`src/rtl/core/drc_pkg.sv`:
```
// ----------------------------------------------------------------------------
// Distance range constraint package
// Shared types, result codes and small arithmetic helpers.
// ----------------------------------------------------------------------------
package drc_pkg;

    localparam int Q16_W   = 32;
    localparam int REST_W  = 31;
    localparam int WIDE_W  = 64;
    localparam int ADDR_W  = 3;
    localparam int DATA_W  = 32;

    typedef logic signed [Q16_W-1:0] t_q16;
    typedef logic        [Q16_W-1:0] t_uq16;
    typedef t_q16 [2:0]              t_vec3;

    typedef enum logic [1:0] {
        OUT_NONE     = 2'd0,
        OUT_STRETCH  = 2'd1,
        OUT_COMPRESS = 2'd2,
        OUT_MASS_ERR = 2'd3
    } t_outcome;

    // Register index decoded from the word address.
    localparam logic REG_REST_MIN = 1'b0;
    localparam logic REG_REST_MAX = 1'b1;

    typedef struct packed {
        t_q16  first_x;
        t_q16  first_y;
        t_q16  first_z;
        t_q16  second_x;
        t_q16  second_y;
        t_q16  second_z;
        t_uq16 first_mass;
        t_uq16 second_mass;
    } t_in;

    typedef struct packed {
        t_q16     first_dx;
        t_q16     first_dy;
        t_q16     first_dz;
        t_q16     second_dx;
        t_q16     second_dy;
        t_q16     second_dz;
        t_outcome outcome;
    } t_out;

    // Travels alongside the square root pipeline.
    typedef struct packed {
        logic  valid;
        t_vec3 n;
    } t_sqrt_side;

    // Travels alongside the mass ratio divider.
    typedef struct packed {
        logic mass_zero;
    } t_mass_side;

    // Travels alongside the correction divider.
    typedef struct packed {
        logic       valid;
        t_outcome   outcome;
        logic [2:0] nneg;
    } t_corr_side;

    function automatic t_q16 sat_diff(input t_q16 b, input t_q16 a);
        logic [Q16_W:0] d;
        d = {b[Q16_W-1], b} - {a[Q16_W-1], a};
        if (d[Q16_W] != d[Q16_W-1]) begin
            sat_diff = d[Q16_W] ? t_q16'({1'b1, {(Q16_W-1){1'b0}}})
                                : t_q16'({1'b0, {(Q16_W-1){1'b1}}});
        end else begin
            sat_diff = t_q16'(d[Q16_W-1:0]);
        end
    endfunction

    function automatic t_uq16 mag(input t_q16 v);
        mag = v[Q16_W-1] ? t_uq16'(-v) : t_uq16'(v);
    endfunction

    // Apply the sign to a truncated magnitude and saturate to 32 bits.
    function automatic t_q16 sat_corr(input t_uq16 m, input logic neg);
        if (neg) begin
            if (m > {1'b1, {(Q16_W-1){1'b0}}}) begin
                sat_corr = t_q16'({1'b1, {(Q16_W-1){1'b0}}});
            end else begin
                sat_corr = t_q16'(-m);
            end
        end else begin
            if (m[Q16_W-1]) begin
                sat_corr = t_q16'({1'b0, {(Q16_W-1){1'b1}}});
            end else begin
                sat_corr = t_q16'(m);
            end
        end
    endfunction

endpackage

```
`src/rtl/core/drc_sqrt.sv`:
```
// ----------------------------------------------------------------------------
// Pipelined integer square root
// One result bit per register stage over a 64-bit radicand, 32 stages.
// ----------------------------------------------------------------------------
module drc_sqrt #(
    parameter int SW = 1
) (
    input  logic                       i_clk,
    input  logic                       i_rst_n,
    input  logic                       i_en,
    input  logic [drc_pkg::WIDE_W-1:0] i_val,
    input  logic [SW-1:0]              i_side,
    output logic [drc_pkg::Q16_W-1:0]  o_root,
    output logic [SW-1:0]              o_side
);
    import drc_pkg::*;

    localparam int STAGES = WIDE_W / 2;

    logic [WIDE_W-1:0] w_v    [STAGES+1];
    logic [WIDE_W-1:0] w_res  [STAGES+1];
    logic [SW-1:0]     w_side [STAGES+1];

    assign w_v[0]    = i_val;
    assign w_res[0]  = '0;
    assign w_side[0] = i_side;

    for (genvar k = 0; k < STAGES; k++) begin : g_stage
        localparam logic [WIDE_W-1:0] BIT = WIDE_W'(1) << (WIDE_W - 2 - 2*k);

        logic [WIDE_W-1:0] n_v, n_res, r_v, r_res;
        logic [SW-1:0]     r_side;

        always_comb begin
            logic [WIDE_W-1:0] t;
            t = w_res[k] + BIT;
            if (w_v[k] >= t) begin
                n_v   = w_v[k] - t;
                n_res = (w_res[k] >> 1) + BIT;
            end else begin
                n_v   = w_v[k];
                n_res = w_res[k] >> 1;
            end
        end

        always_ff @(posedge i_clk) begin
            if (!i_rst_n) begin
                r_side <= '0;
            end else if (i_en) begin
                r_side <= w_side[k];
            end
        end

        always_ff @(posedge i_clk) begin
            if (i_en) begin
                r_v   <= n_v;
                r_res <= n_res;
            end
        end

        assign w_v[k+1]    = r_v;
        assign w_res[k+1]  = r_res;
        assign w_side[k+1] = r_side;
    end

    assign o_root = w_res[STAGES][Q16_W-1:0];
    assign o_side = w_side[STAGES];

endmodule

```
`config.mk`:
```
export PLATFORM = sky130hd
export DESIGN_NAME = drc_sqrt
export DESIGN_NICKNAME = d
export VERILOG_FILES = /design/src/rtl/core/drc_pkg.sv /design/src/rtl/core/drc_sqrt.sv
export SDC_FILE = /design/constraint.sdc
export NUM_CORES = 2
export LEC_CHECK = 0
export BUFFER_PORTS_ARGS = -buffer_cell sky130_fd_sc_hd__buf_2
export CORE_MARGIN = 4
export CORE_UTILIZATION = 55
export DETAILED_ROUTE_END_ITERATION = 10
export HOLD_SLACK_MARGIN = 0.05
export PLACE_DENSITY = 0.71
export SYNTH_ARGS = -nofsm -noshare
export SYNTH_HDL_FRONTEND = slang
export SYNTH_SLANG_ARGS = --single-unit
```
`constraint.sdc`:
```
create_clock -name i_clk -period 8.7 [get_ports i_clk]
set_clock_uncertainty 0.15 [all_clocks]
set_input_delay 1.74 -clock i_clk [delete_from_list [all_inputs] [get_ports i_clk]]
set_output_delay 1.74 -clock i_clk [all_outputs]
set_load 0.02 [all_outputs]
```
; ---- Word-level counts from Yosys, hierarchy flattened
; Cells that the tools add are included.
[op_classes]
add_sub_neg = 93
mux = 63
order_cmp = 32
[op_table]
columns = cell, count
row1 = 64-bit >= comparator, 31
row2 = 64-bit two-way mux, 31
row3 = 63-bit two-way mux, 31
row4 = 64-bit subtractor, 30
row5 = "63-bit by 11-bit adder with 64-bit output, second input constant", 1
row6 = "63-bit by 13-bit adder with 64-bit output, second input constant", 1
row7 = "63-bit by 15-bit adder with 64-bit output, second input constant", 1
row8 = "63-bit by 17-bit adder with 64-bit output, second input constant", 1
row9 = "63-bit by 19-bit adder with 64-bit output, second input constant", 1
row10 = "63-bit by 21-bit adder with 64-bit output, second input constant", 1
row11 = "63-bit by 23-bit adder with 64-bit output, second input constant", 1
row12 = "63-bit by 25-bit adder with 64-bit output, second input constant", 1
row13 = "63-bit by 27-bit adder with 64-bit output, second input constant", 1
row14 = "63-bit by 29-bit adder with 64-bit output, second input constant", 1
row15 = "63-bit by 3-bit adder with 64-bit output, second input constant", 1
row16 = "63-bit by 31-bit adder with 64-bit output, second input constant", 1
row17 = "63-bit by 33-bit adder with 64-bit output, second input constant", 1
row18 = "63-bit by 35-bit adder with 64-bit output, second input constant", 1
row19 = "63-bit by 37-bit adder with 64-bit output, second input constant", 1
row20 = "63-bit by 39-bit adder with 64-bit output, second input constant", 1
row21 = "63-bit by 41-bit adder with 64-bit output, second input constant", 1
row22 = "63-bit by 43-bit adder with 64-bit output, second input constant", 1
row23 = "63-bit by 45-bit adder with 64-bit output, second input constant", 1
row24 = "63-bit by 47-bit adder with 64-bit output, second input constant", 1
row25 = 45 further kinds, 45
[totals]
wordCells = 313
output_inout_bits = 33
regBits = 4032
input_bits = 68

; ---- Longest topological paths before layout
[logic_depth]
word_depth = 3
mapped_depth = 15

; ---- Worst setup path before layout
; OpenSTA, ideal clock, no wires.
[synth_timing]
path_kind = register -> register
startpoint = reg g_stage[26].r_v[22]
endpoint = reg g_stage[27].r_v[63], data pin
path_buffers = 0
slack_ns = 4.953
t_arrival_ns = 3.340
synth_period_minus_slack_ns = 3.747
path_stages_with_launch = 11
t_required_ns = 8.292
path_cell_list = edfxtp_1 > ha_1 > a21o_1 > a21o_1 > a2111oi_0 > a211oi_1 > o311ai_0 > nand4_1 > or3_1 > or3_1 > xnor2_1
[synth_via]
elab_chain_cells = 2
word_cells_on_any_way = 3
[synth_lines]
columns = item, line
row1 = start: declaration, drc_sqrt.sv:31  ; logic [WIDE_W-1:0] n_v, n_res, r_v, r_res;
row2 = start signal: assignment, drc_sqrt.sv:56  ; r_v <= n_v;
row3 = 64-bit subtractor / 64-bit >= comparator (equally long branches), "drc_sqrt.sv:38, drc_sqrt.sv:37"
row4 = 64-bit two-way mux (*), drc_sqrt.sv:37  ; if (w_v[k] >= t) begin
row5 = net g_stage[27].n_v[63], drc_sqrt.sv:31
row6 = end signal: assignment, drc_sqrt.sv:56
row7 = end: declaration, drc_sqrt.sv:31
; Mark *: on every way through the listed nets, which the timed path passes. The rest lies on a longest branch.
; A chain may end at the register's enable or synchronous reset.

; ---- Worst setup path in the final report
[layout_timing]
startpoint = reg g_stage[27].r_v[33]
endpoint = reg g_stage[28].r_v[51], data pin
[layout_via]
elab_chain_cells = 2
word_cells_on_any_way = 3
[layout_lines]
columns = item, line
row1 = 64-bit subtractor / 64-bit >= comparator (equally long branches), "drc_sqrt.sv:38, drc_sqrt.sv:37"
row2 = 64-bit two-way mux (*), drc_sqrt.sv:37
row3 = net g_stage[28].n_v[51], drc_sqrt.sv:31
row4 = end signal: assignment, drc_sqrt.sv:56
row5 = end: declaration, drc_sqrt.sv:31
; Marked as above.

==> qor.txt <==
critical path arrival = 5.87 ns
Setup crit end kind = flop
clk root buf = clkbuf_16
critical path's top delay family = simple AND/OR/NAND/NOR gates
setup bufs post-CTS = 0
placed cell areas = 125100 µm²
Yosys cell types = 88
most common cell in the synthesized netlist = edfxtp_1
number of flops mapped to enable cells by yosys = 2512
# IOs = 101
CP Buf/Inv Count = 1
pwr/cell area = 265.0 nW/µm²
GRT overflow = 0
CTS Hold Bufs = 0
storage element area = 76070 µm²
Gate power share = 20.2%
clk slew on worst S/H paths = 0.06 ns
Clock Sinks = 2544
initial antenna violation count = 14
result of the run = completed
clock buffer depth = 4
max cap viols = 0
Post-DRT Antenna Nets = 0
unrepaired setup endpoints after global routing = no
Mapped Area = 121100 µm²
1st-pass router iterations = 6
wire length per cell = 21.09 µm
P&R area growth vs syn = 10.63%
Most used DFF post-synth = edfxtp_1
switching share of power = 28.52%
fin crit share = 61.83%
cts bufs inserted = 284
1st-iter DRT viols = 7621
Final setup viols = 0
largest net degree at the start of global routing = 204
class of the worst hold path = flop to flop
Total Wirelength = 272.8 mm
Final Instance Area = 134000 µm²
Slew @ Worst Pin = 1.321 ns
via count = 77310
Initial Util = 55.24%
minimum clock period = 5.379 ns
Leak = 50.32 nW
Multi-input gate area = 41720 µm²
Sw Pwr = 0.01013 W
vias per cell = 5.979
relative slew slack = 11.12%
Worst-Skew Late Latency = 0.91 ns
clock network fraction of total power = 32.6%
ys async rst share = 0%
Crit Path Max Fanout = 55
synth cell count leaders = edfxtp_1 (2512), inv_1 (698), a21oi_1 (616), nor2_1 (616), nand2_1 (606)
TNS Setup = 0 ns
cts repair resizes = 0
first-pass GRT wire length = 420.1 mm
dominant cells by area after synthesis = edfxtp_1 (62%), ha_1 (5.8%), xnor2_1 (3.6%)
cell taking the most area after synthesis = edfxtp_1
number of global-route vias before repair = 75130
HPWL after DPL = 200.5 mm
slowest CP cell = nor4_1
htree depth = 5
synthesized area per cell = 12.60 µm²
critical path required time = 9.19 ns
FF+latch count, synth = 2544
core area = 219300 µm²
Final Hold Fails = 0
TritonCTS clock tree = built
# fillers = 16620
Die W = 477.3 µm
syn_nets = 10240
Seq pwr share = 47.2%
FMAX = 0.1859 GHz
Slew Limit Fails = 0
num rows = 172
Yosys warnings = 0
Largest stage delay, worst path = 1.13 ns
Die Ht = 477.3 µm
Cells after Synth = 9610
Yosys top cell area share = 62.27%
Final #Nets = 10480
crit path launch type = flop
Setup CP Type = flop to flop
layout cells sized above 1 = 7.190%
PortBufs = 100
worst path cell trace = ha_1 > nand4_1 > nor4_1 > nand4_1 > inv_1 > a211o_2 > nor2b_1 > and3_1 > nor3b_1 > xor2_1
Worst path most repeated cell = nand4_1
P_int = 0.02538 W
Seq/Total Area, Yosys = 62.80%
maximum vdd ir drop = 0.2091 mV
GPL Wtd Cong = 0.9517
Residual DRC = 0
die area = 227800 µm²
All-Layer GR Usage = 23.24%
[cell type report]
type | count | area share [%]
diodes | 4 | 0.007470
clock buffers | 335 | 5.564
repair buffers | 150 | 0.7862
clock inverters | 152 | 1.096
multi-input cells | 6175 | 31.14
inverters | 700 | 1.961
flip-flops and latches | 2544 | 56.77
well taps | 2871 | 2.681
[placed cells by master, fill, tap and decap left out, drive strengths merged, types with 95 or more instances in the layout]
cell	Yosys	layout
buf	39	150
xor2	374	374
ha	558	558
nor3	241	241
o21ai	430	430
a21o	234	234
xnor2	503	503
nor4	346	346
nand3	160	160
or3	103	103
nand4	171	171
inv	700	712
nand2b	126	126
nand2	607	607
mux2	95	95
nor2b	114	114
clkbuf	152	335
clkinv	0	101
nor2	616	616
edfxtp	2512	2512
a21oi	617	617
[per-layer routing]
metal / track usage (%) / share of wire, %
met1: 30.76 / 41
met2: 39.96 / 50
met3: 3.981 / 6.6
met4: 5.970 / 2.3
met5: 0 / 0.015
[cell families after synthesis]
logic type      Yosys count  share of synthesized area (%)
buf+inv                 891                          2.802
flops                  2544                          62.80
xor+xnor                877                          6.341
compound gates         1765                          8.920
fa+ha+maj               558                          5.764
simple gates           2837                          12.13
mux                     138                          1.242
[through the flow]
| stage | total power, W | setup slack, ns | std cells | hold slack, ns | util [%] |
|---|---|---|---|---|---|
| after detailed placement | 0.02404 | 3.371 | 12440 | 0.2815 | 57.03 |
| after global placement | 0.02382 | 3.282 | 12440 | 0.2747 | 57.03 |
| after floorplan | 0.02174 | 4.953 | 9610 | 0.2666 | - |
| after global routing | 0.03720 | 3.225 | 12930 | 0.2649 | 61.10 |
| final | 0.03551 | 3.321 | 12930 | 0.2566 | 61.11 |
| after CTS | 0.03567 | 3.377 | 12930 | 0.2528 | 61.10 |
[sequential cells by signal, indices dropped and copies added, names as in the netlist]
signal          flops
o_side              1
g_stage.r_res     528
g_stage.r_side     31
g_stage.r_v      1984
[power by group through the flow]
stage / Combinational (W) / Clock [W] / Sequential [W]
2_1_floorplan: 0.00531 / 0 / 0.0164
3_3_place_gp: 0.00685 / 0 / 0.0170
3_5_place_dp: 0.00703 / 0 / 0.0170
4_1_cts: 0.00709 / 0.0118 / 0.0168
5_1_grt: 0.00793 / 0.0124 / 0.0169
6_report: 0.00719 / 0.0116 / 0.0168
[worst paths after layout]
path / start / end / slack [ns] / cells after the start
setup reg to reg: g_stage[27].r_v[33] / g_stage[28].r_v[51] / 3.32 / 10
hold reg to reg: g_stage[19].r_v[10] / g_stage[20].r_v[10] / 0.26 / 0
hold / removal: g_stage[19].r_v[10] / g_stage[20].r_v[10] / 0.26 / 0
setup / recovery: g_stage[27].r_v[33] / g_stage[28].r_v[51] / 3.32 / 10
Note: power is estimated with default switching activity, not from simulation.
